### src/rtl/spsm_pkg.sv
package spsm_pkg;

	typedef enum logic [1:0] {
		PH_SILENCE = 2'd0,
		PH_PENDING = 2'd1,
		PH_SPEECH  = 2'd2
	} phase_t;

	localparam logic [1:0] MODE_FRAME = 2'd0;
	localparam logic [1:0] MODE_FLUSH = 2'd1;
	localparam logic [1:0] MODE_RESET = 2'd2;

	localparam logic [1:0] CAUSE_SILENCE = 2'd0;
	localparam logic [1:0] CAUSE_MAX_LEN = 2'd1;
	localparam logic [1:0] CAUSE_FLUSH   = 2'd2;
	localparam logic [1:0] CAUSE_UNUSED  = 2'd3;

	localparam int CFG_ADDR_W = 2;
	localparam int CFG_DATA_W = 16;
	localparam logic [CFG_ADDR_W-1:0] REG_MIN_SPEECH  = 2'd0;
	localparam logic [CFG_ADDR_W-1:0] REG_MIN_SILENCE = 2'd1;
	localparam logic [CFG_ADDR_W-1:0] REG_SEG_CAP     = 2'd2;

	localparam logic [CFG_DATA_W-1:0] RST_MIN_SPEECH  = 16'd16;
	localparam logic [CFG_DATA_W-1:0] RST_MIN_SILENCE = 16'd31;
	localparam logic [CFG_DATA_W-1:0] RST_SEG_CAP     = 16'd1875;

	localparam int IN_TDATA_W  = 8;
	localparam int OUT_TDATA_W = 72;

	// Output tdata field positions.
	localparam int OUT_START_LSB = 0;
	localparam int OUT_END_LSB   = 32;
	localparam int OUT_CAUSE_LSB = 64;
	localparam int OUT_STATE_LSB = 66;

endpackage

### src/rtl/speech_segment_state_machine.sv
// A transaction accepted at the input is held in the input register, then moves into the
// result register, which drives the result port until the result side takes it.
// Throughput: one item per cycle; the input register and result register form a
// two-stage pipeline that keeps moving while the result side takes its transactions.
// Reset (arst_n low, asynchronous): pipeline empty, segmenter state and frame index
// cleared, configuration registers back to 16, 31 and 1875.
module speech_segment_state_machine #(
	parameter int INDEX_BITS = 32,
	parameter int COUNT_BITS = 16
) (
	input  logic                                 clk,
	input  logic                                 arst_n,
	input  logic                                 cfg_we,
	input  logic [spsm_pkg::CFG_ADDR_W-1:0]      cfg_addr,
	input  logic [spsm_pkg::CFG_DATA_W-1:0]      cfg_wdata,
	input  logic                                 s_axis_tvalid,
	output logic                                 s_axis_tready,
	// [1:0] mode, [2] speech_flag, [7:3] zero
	input  logic [spsm_pkg::IN_TDATA_W-1:0]      s_axis_tdata,
	output logic                                 m_axis_tvalid,
	input  logic                                 m_axis_tready,
	// [31:0] segment_start, [63:32] segment_end, [65:64] end_cause,
	// [67:66] seg_state, [71:68] zero
	output logic [spsm_pkg::OUT_TDATA_W-1:0]     m_axis_tdata,
	// [0] segment_done
	output logic                                 m_axis_tuser
);

	localparam int CW = (COUNT_BITS > spsm_pkg::CFG_DATA_W) ? COUNT_BITS : spsm_pkg::CFG_DATA_W;
	localparam int XW = (INDEX_BITS > 32) ? INDEX_BITS : 32;

	// Configuration registers.
	logic [spsm_pkg::CFG_DATA_W-1:0] min_speech_q, min_silence_q, seg_cap_q;

	always_ff @(posedge clk or negedge arst_n) begin
		if (!arst_n) begin
			min_speech_q  <= spsm_pkg::RST_MIN_SPEECH;
			min_silence_q <= spsm_pkg::RST_MIN_SILENCE;
			seg_cap_q     <= spsm_pkg::RST_SEG_CAP;
		end else if (cfg_we) begin
			case (cfg_addr)
				spsm_pkg::REG_MIN_SPEECH:  min_speech_q  <= cfg_wdata;
				spsm_pkg::REG_MIN_SILENCE: min_silence_q <= cfg_wdata;
				spsm_pkg::REG_SEG_CAP:     seg_cap_q     <= cfg_wdata;
				default: ;
			endcase
		end
	end

	// Input register.
	logic       valid_s1;
	logic [1:0] mode_s1;
	logic       flag_s1;
	logic       advance;
	logic       out_valid_q;

	assign advance       = valid_s1 && (!out_valid_q || m_axis_tready);
	assign s_axis_tready = !valid_s1 || advance;

	always_ff @(posedge clk or negedge arst_n) begin
		if (!arst_n) begin
			valid_s1 <= 1'b0;
		end else if (s_axis_tready) begin
			valid_s1 <= s_axis_tvalid;
		end
	end

	always_ff @(posedge clk) begin
		if (s_axis_tready && s_axis_tvalid) begin
			mode_s1 <= s_axis_tdata[1:0];
			flag_s1 <= s_axis_tdata[2];
		end
	end

	// Segmenter state.
	spsm_pkg::phase_t        phase_q, phase_d;
	logic [INDEX_BITS-1:0]   pending_start_q, pending_start_d;
	logic [INDEX_BITS-1:0]   confirmed_start_q, confirmed_start_d;
	logic [INDEX_BITS-1:0]   last_speech_q, last_speech_d;
	logic [INDEX_BITS-1:0]   frame_index_q, frame_index_d;
	logic [COUNT_BITS-1:0]   speech_run_q, speech_run_d;
	logic [COUNT_BITS-1:0]   silence_run_q, silence_run_d;
	logic [COUNT_BITS-1:0]   speech_total_q, speech_total_d;

	logic                    done_d;
	logic [1:0]              cause_d;
	logic [INDEX_BITS-1:0]   end_index;
	logic [XW-1:0]           start_ext, end_ext;

	always_ff @(posedge clk or negedge arst_n) begin
		if (!arst_n) begin
			phase_q           <= spsm_pkg::PH_SILENCE;
			pending_start_q   <= '0;
			confirmed_start_q <= '0;
			last_speech_q     <= '0;
			frame_index_q     <= '0;
			speech_run_q      <= '0;
			silence_run_q     <= '0;
			speech_total_q    <= '0;
		end else if (advance) begin
			phase_q           <= phase_d;
			pending_start_q   <= pending_start_d;
			confirmed_start_q <= confirmed_start_d;
			last_speech_q     <= last_speech_d;
			frame_index_q     <= frame_index_d;
			speech_run_q      <= speech_run_d;
			silence_run_q     <= silence_run_d;
			speech_total_q    <= speech_total_d;
		end
	end

	always_comb begin
		logic [COUNT_BITS-1:0] run_inc, sil_inc, tot_inc;
		run_inc = (&speech_run_q)   ? speech_run_q   : speech_run_q + 1'b1;
		sil_inc = (&silence_run_q)  ? silence_run_q  : silence_run_q + 1'b1;
		tot_inc = (&speech_total_q) ? speech_total_q : speech_total_q + 1'b1;

		phase_d           = phase_q;
		pending_start_d   = pending_start_q;
		confirmed_start_d = confirmed_start_q;
		last_speech_d     = last_speech_q;
		frame_index_d     = frame_index_q;
		speech_run_d      = speech_run_q;
		silence_run_d     = silence_run_q;
		speech_total_d    = speech_total_q;
		done_d            = 1'b0;
		cause_d           = spsm_pkg::CAUSE_SILENCE;

		case (mode_s1)
			spsm_pkg::MODE_FRAME: begin
				case (phase_q)
					spsm_pkg::PH_SILENCE: begin
						if (flag_s1) begin
							pending_start_d = frame_index_q;
							speech_run_d    = COUNT_BITS'(1);
							silence_run_d   = '0;
							if (CW'(1) >= CW'(min_speech_q)) begin
								confirmed_start_d = frame_index_q;
								last_speech_d     = frame_index_q;
								speech_total_d    = COUNT_BITS'(1);
								phase_d           = spsm_pkg::PH_SPEECH;
							end else begin
								phase_d = spsm_pkg::PH_PENDING;
							end
						end
					end
					spsm_pkg::PH_PENDING: begin
						if (flag_s1) begin
							speech_run_d  = run_inc;
							silence_run_d = '0;
							if (CW'(run_inc) >= CW'(min_speech_q)) begin
								confirmed_start_d = pending_start_q;
								last_speech_d     = frame_index_q;
								speech_total_d    = run_inc;
								phase_d           = spsm_pkg::PH_SPEECH;
							end
						end else begin
							speech_run_d = '0;
							phase_d      = spsm_pkg::PH_SILENCE;
						end
					end
					spsm_pkg::PH_SPEECH: begin
						if (flag_s1) begin
							speech_total_d = tot_inc;
							last_speech_d  = frame_index_q;
							silence_run_d  = '0;
							if (CW'(tot_inc) >= CW'(seg_cap_q)) begin
								done_d  = 1'b1;
								cause_d = spsm_pkg::CAUSE_MAX_LEN;
							end
						end else begin
							silence_run_d = sil_inc;
							if (CW'(sil_inc) >= CW'(min_silence_q)) begin
								done_d  = 1'b1;
								cause_d = spsm_pkg::CAUSE_SILENCE;
							end
						end
					end
					default: ;
				endcase
				frame_index_d = frame_index_q + 1'b1;
			end
			spsm_pkg::MODE_FLUSH: begin
				if (phase_q == spsm_pkg::PH_SPEECH) begin
					done_d  = 1'b1;
					cause_d = spsm_pkg::CAUSE_FLUSH;
				end
				phase_d       = spsm_pkg::PH_SILENCE;
				speech_run_d  = '0;
				silence_run_d = '0;
			end
			spsm_pkg::MODE_RESET: begin
				phase_d           = spsm_pkg::PH_SILENCE;
				pending_start_d   = '0;
				confirmed_start_d = '0;
				last_speech_d     = '0;
				frame_index_d     = '0;
				speech_run_d      = '0;
				silence_run_d     = '0;
				speech_total_d    = '0;
			end
			default: ;
		endcase

		// Closing a segment drops back to silence and clears both runs.
		if (done_d) begin
			phase_d       = spsm_pkg::PH_SILENCE;
			speech_run_d  = '0;
			silence_run_d = '0;
		end
	end

	assign end_index = last_speech_d + 1'b1;
	assign start_ext = XW'(confirmed_start_d);
	assign end_ext   = XW'(end_index);

	// Result register.
	logic        done_q;
	logic [31:0] start_q, end_q;
	logic [1:0]  cause_q, state_q;

	always_ff @(posedge clk or negedge arst_n) begin
		if (!arst_n) begin
			out_valid_q <= 1'b0;
		end else if (advance) begin
			out_valid_q <= 1'b1;
		end else if (m_axis_tready) begin
			out_valid_q <= 1'b0;
		end
	end

	always_ff @(posedge clk) begin
		if (advance) begin
			done_q  <= done_d;
			start_q <= done_d ? start_ext[31:0] : 32'd0;
			end_q   <= done_d ? end_ext[31:0] : 32'd0;
			cause_q <= done_d ? cause_d : spsm_pkg::CAUSE_SILENCE;
			state_q <= phase_d;
		end
	end

	assign m_axis_tvalid = out_valid_q;
	assign m_axis_tuser  = done_q;
	assign m_axis_tdata  = {4'd0, state_q, cause_q, end_q, start_q};

endmodule

### config.mk
export PLATFORM = sky130hd
export DESIGN_NAME = speech_segment_state_machine
export DESIGN_NICKNAME = d
export VERILOG_FILES = /design/src/rtl/spsm_pkg.sv /design/src/rtl/speech_segment_state_machine.sv
export SDC_FILE = /design/constraint.sdc
export NUM_CORES = 1
export LEC_CHECK = 0
export BUFFER_PORTS_ARGS = -buffer_cell sky130_fd_sc_hd__buf_2
export CAP_MARGIN = 25
export CELL_PAD_IN_SITES_DETAIL_PLACEMENT = 1
export CELL_PAD_IN_SITES_GLOBAL_PLACEMENT = 2
export CORE_ASPECT_RATIO = 0.6
export CORE_UTILIZATION = 35
export DETAILED_ROUTE_END_ITERATION = 8
export PLACE_DENSITY = 0.89
export RECOVER_POWER = 100
export SYNTH_ARGS = -nofsm -noshare
export SYNTH_HDL_FRONTEND = slang
export SYNTH_SLANG_ARGS = --single-unit
### constraint.sdc
create_clock -name clk -period 5.5 [get_ports clk]
set_input_delay 1.1 -clock clk [delete_from_list [all_inputs] [get_ports clk]]
set_output_delay 1.1 -clock clk [all_outputs]
set_load 0.02 [all_outputs]
==> results.rst <==
.. list-table::
   :header-rows: 1

   * - Metric
     - Value
   * - Share of final-layout standard cells stronger than drive strength 1
     - 0.183
   * - Count of cell types in the netlist
     - 94
   * - Max Clock Freq
     - 0.179 GHz
   * - Status
     - finished with violations
   * - Most frequent cells in the layout
     - 381 x sky130_fd_sc_hd__nand2_1, 229 x sky130_fd_sc_hd__o21ai_0, 215 x sky130_fd_sc_hd__dfrtp_1, 178 x sky130_fd_sc_hd__buf_4, 130 x sky130_fd_sc_hd__a21oi_1
   * - Maximum net fanout on the critical path
     - 11
   * - Pint
     - 4.11 mW
   * - Commonest non-fill, non-tap cell in the layout
     - sky130_fd_sc_hd__nand2_1
   * - Setup Total Neg Slack
     - -0.410 ns
   * - Minimum hold slack
     - 0.483 ns
   * - Net Sw Frac
     - 0.298
   * - Setup CP Type
     - reg2reg
   * - Static leakage
     - 9.22 nW
   * - Final setup slack of the worst path
     - -0.0848 ns
   * - Wire length of the first global-routing pass
     - 111000 um
   * - Sequential-to-total area share from yosys stat
     - 0.423
   * - Launch point of the worst reg-to-reg path
     - speech_run_q[3]
   * - I/O Pins
     - 106
   * - Critical path data required time
     - 5.77 ns
   * - Total of buffers placed on input and output ports
     - 96
   * - Clk_lat worst skew
     - 0.55 ns
   * - Pwr per Cell Area
     - 260 nW/um^2
   * - Data arrival time at the worst-slack endpoint
     - 5.85 ns
   * - Hold-fix buffer count after cts
     - 0
   * - Placed instance area
     - 20800 um^2
   * - Violations in the final reports
     - capacitance limit, slew limit, setup timing
   * - Post-place setup slack
     - -0.113 ns
   * - Kind of path behind the tightest hold check
     - reg2reg
   * - Final period util
     - 1.02
   * - Number of non-filler instances in the completed layout
     - 3038
   * - Yosys warning count
     - 0
   * - Total Nets Final
     - 2401
   * - First DRT Iteration DRCs
     - 1543
   * - CTS root buffer
     - sky130_fd_sc_hd__clkbuf_16
   * - CP Buf/Inv Count
     - 3
   * - Number of cells produced by synthesis
     - 2138
   * - Average wire length per cell after detail routing
     - 24.2 um
   * - Critical Path Max Stage Delay
     - 0.36 ns
   * - Netlist Area Pre-Place
     - 18600 um^2
   * - RD Place Congestion
     - 0.944
   * - Number of buffers created by CTS
     - 34
   * - Post-DRT Antenna Nets
     - 0
   * - Vert. Die Dim
     - 181 um
   * - Area delta synth->final
     - 20.7%
   * - Max clock buf depth
     - 3
   * - Pre-antenna DRT Iters
     - 8
   * - Worst-path cell with the longest stage delay
     - sky130_fd_sc_hd__nor4bb_2
   * - IR drop worst, VDD
     - 0.000187 V
   * - Placed Cells
     - 2950
   * - Sw Pwr
     - 1.74 mW
   * - CORE AREA
     - 52500 um^2
   * - Main flop type after synthesis
     - sky130_fd_sc_hd__dfrtp_1
   * - Count of flip-flops with a built-in enable after synthesis
     - 72
   * - Global route total overflow
     - 0
   * - Setup violation total in the final timing report
     - 7
   * - RSZ-0062 raised after global routing
     - yes
   * - Initial antenna violation count
     - 3
   * - Transition at the pin with the smallest max-transition slack
     - 3.16 ns
   * - Overall die area
     - 54200 um^2
   * - Area fraction in compound gates after synthesis
     - 0.207
   * - GRT Util Overall
     - 0.263
   * - Horiz. Die Dim
     - 300 um
   * - Origin of the worst min-delay path
     - pending_start_q[3]
   * - Deepest level of the CTS H-tree
     - 2
   * - Max Transition Viols Final
     - 144
   * - Dominant combinational cell family by area after synthesis
     - compound AO/OA/AOI/OAI gates
   * - Worst max-slew margin expressed relative to the limit
     - -1.11
   * - Fraction of the mapped netlist area in adder cells
     - 0.0409
   * - Final number of hold-violating endpoints
     - 0
   * - Summed area of non-filler cells in the final layout
     - 22500 um^2
   * - Via count
     - 18063
   * - Synthesized area per cell
     - 8.72 um^2
   * - Worst path cell trace
     - and4_1 > nand4_1 > nor4_2 > and2_1 > nand4_1 > nand4_1 > nor2_1 > xnor2_2 > ha_1 > a21oi_2 > o21ba_2 > nand3_4 > buf_4 > o31ai_4 > buf_4 > o2bb2ai_1 > a221o_2 > buf_4 > nand3b_1 > nor4bb_2 > a31oi_1 > a41o_1
   * - Part of the power in registers
     - 0.436
   * - Delay-heaviest family, CP
     - simple AND/OR/NAND/NOR gates
   * - Initial Utilization
     - 0.355
   * - Startpoint types
     - flip-flop
   * - # clock sinks
     - 300
   * - Part of the total power dissipated in combinational logic
     - 0.154
   * - DR DRC count
     - 0
   * - Synthesized-area fraction occupied by and/or/nand/nor cells
     - 0.193
   * - Clock-pin slew of the registers on the worst-case setup and hold paths
     - 0.08 ns
   * - Start point of the critical path
     - speech_run_q[3]
   * - Vias per std cell
     - 5.95
   * - Detailed-placement wirelength estimate
     - 50800 um
   * - Share of total power in the clock network
     - 0.410
   * - Share of async-settable or async-resettable flops after synthesis
     - 0.760
   * - Total number of placement rows
     - 65
   * - Count of maximum capacitance violations
     - 2
   * - Clock tree from TritonCTS
     - built
   * - Number of global-route vias before repair
     - 18087
   * - Pwr Total
     - 5.85 mW
   * - Post-layout minimum cycle time
     - 5.58 ns
   * - Xor and xnor fraction of the mapped netlist area
     - 0.0301
   * - Routed Wire Length
     - 73500 um
   * - Worst-case clock skew
     - 0.0330 ns
   * - Core occupancy in the finished layout
     - 0.428
   * - Category of the worst setup path capture point
     - flip-flop
   * - Synthesis-stage register bit count
     - 300
   * - Share of cell area taken by muxes after synthesis
     - 0.0559
   * - Largest net degree at the start of global routing
     - 110
-- synthesized netlist by cell type (11+ instances only) --
| master | n | share of area |
|---|---|---|
| sky130_fd_sc_hd__nand2_1 | 385 | 0.078 |
| sky130_fd_sc_hd__o21ai_0 | 233 | 0.063 |
| sky130_fd_sc_hd__dfrtp_1 | 215 | 0.29 |
| sky130_fd_sc_hd__a21oi_1 | 138 | 0.037 |
| sky130_fd_sc_hd__clkbuf_1 | 131 | 0.026 |
| sky130_fd_sc_hd__nor2_1 | 122 | 0.025 |
| sky130_fd_sc_hd__inv_1 | 74 | 0.015 |
| sky130_fd_sc_hd__edfxtp_1 | 72 | 0.12 |
| sky130_fd_sc_hd__ha_1 | 61 | 0.041 |
| sky130_fd_sc_hd__mux2i_1 | 49 | 0.026 |
| sky130_fd_sc_hd__nand3_1 | 48 | 0.013 |
| sky130_fd_sc_hd__mux2_2 | 45 | 0.027 |
| sky130_fd_sc_hd__a22o_1 | 36 | 0.017 |
| sky130_fd_sc_hd__xnor2_1 | 36 | 0.017 |
| sky130_fd_sc_hd__nand4_1 | 32 | 0.011 |
| sky130_fd_sc_hd__nor3_1 | 28 | 0.0075 |
| sky130_fd_sc_hd__xor2_1 | 28 | 0.013 |
| sky130_fd_sc_hd__a22oi_1 | 23 | 0.0093 |
| sky130_fd_sc_hd__a21o_1 | 20 | 0.0081 |
| sky130_fd_sc_hd__nor4_1 | 20 | 0.0067 |
| sky130_fd_sc_hd__and3_1 | 19 | 0.0064 |
| sky130_fd_sc_hd__or3_1 | 19 | 0.0064 |
| sky130_fd_sc_hd__nand2b_1 | 18 | 0.0060 |
| sky130_fd_sc_hd__a31oi_1 | 17 | 0.0057 |
| sky130_fd_sc_hd__and2_1 | 16 | 0.0054 |
| sky130_fd_sc_hd__o31ai_1 | 16 | 0.0064 |
| sky130_fd_sc_hd__buf_1 | 13 | 0.0026 |
| sky130_fd_sc_hd__dfstp_2 | 13 | 0.018 |
| sky130_fd_sc_hd__a221oi_1 | 12 | 0.0056 |
| sky130_fd_sc_hd__and4_1 | 12 | 0.0056 |
| sky130_fd_sc_hd__nor2b_1 | 11 | 0.0037 |
-- cells by family (layout without fill, tap and decap cells) --
group	count (synthesis)	count (layout)
AOI/OAI and AO/OA	610	610
xor gates and xnor gates	64	64
adders and majority gates	61	61
buffers and inverters	234	426
DFF	300	300
muxes	98	98
other	1	5
and+or+nand+nor	770	771
-- worst paths after layout --
path / cells after the start / to / slack [ns]
setup / recovery: 22 / end_q[26] / -0.08
hold / removal: 2 / pending_start_q[3] / 0.48
setup reg to reg: 22 / end_q[26] / -0.08
hold reg to reg: 2 / pending_start_q[3] / 0.48
max in group asynchronous: 2 / min_speech_q[11] / 1.60
min in group asynchronous: 1 / confirmed_start_q[5] / 1.56
-- power groups by stage --
stage | registers (mW) | logic (mW) | clock network, mW
4_1_cts | 2.54 | 0.852 | 2.46
2_1_floorplan | 2.57 | 0.463 | 0
5_1_grt | 2.56 | 0.964 | 2.54
3_3_place_gp | 2.57 | 0.801 | 0
3_5_place_dp | 2.58 | 0.841 | 0
6_report | 2.55 | 0.901 | 2.40
-- tightest hold or removal path: cells and delay by family, from the launching register on --
family	cells	cell delay [ns]
DFF	1	0.35
and+or+nand+nor	1	0.05
AOI/OAI and AO/OA	1	0.06
-- state kept, by name, summed over array words and instances, names as in the netlist, 2 cells and up --
| register | cells |
|---|---|
| confirmed_start_q | 32 |
| silence_run_q | 16 |
| mode_s1 | 2 |
| min_speech_q | 16 |
| start_q | 32 |
| frame_index_q | 32 |
| min_silence_q | 16 |
| cause_q | 2 |
| end_q | 32 |
| last_speech_q | 32 |
| pending_start_q | 32 |
| seg_cap_q | 16 |
| phase_q | 2 |
| speech_run_q | 16 |
| speech_total_q | 16 |
| state_q | 2 |
-- layout make-up --
cell class              instances  area (um^2)
clock buffers                  48          987
clock inverters                13          155
well taps                     703          880
multi-input cells            1608        10400
diodes                          1         2.50
inverters                      76          287
flip-flops and latches        300         7880
repair buffers                289         1910
fillers                      6117        30000
-- repair_timing --
item	CTS	global route
buffers inserted	0	25
hold endpoints to repair	0	0
pin swaps	1	34
gates resized for setup	11	92
setup endpoints to repair	14	24
gates cloned	0	1
-- metal layers --
| metal | vias to the layer above | share of wire | GRT usage |
|---|---|---|---|
| li1 | 8033 | - | - |
| met1 | 9262 | 0.48 | 0.395 |
| met4 | 0 | 0.017 | 0.0518 |
| met5 | - | 0 | 0 |
| met2 | 638 | 0.42 | 0.378 |
| met3 | 130 | 0.082 | 0.0663 |
(Power assumes the default switching activity.)
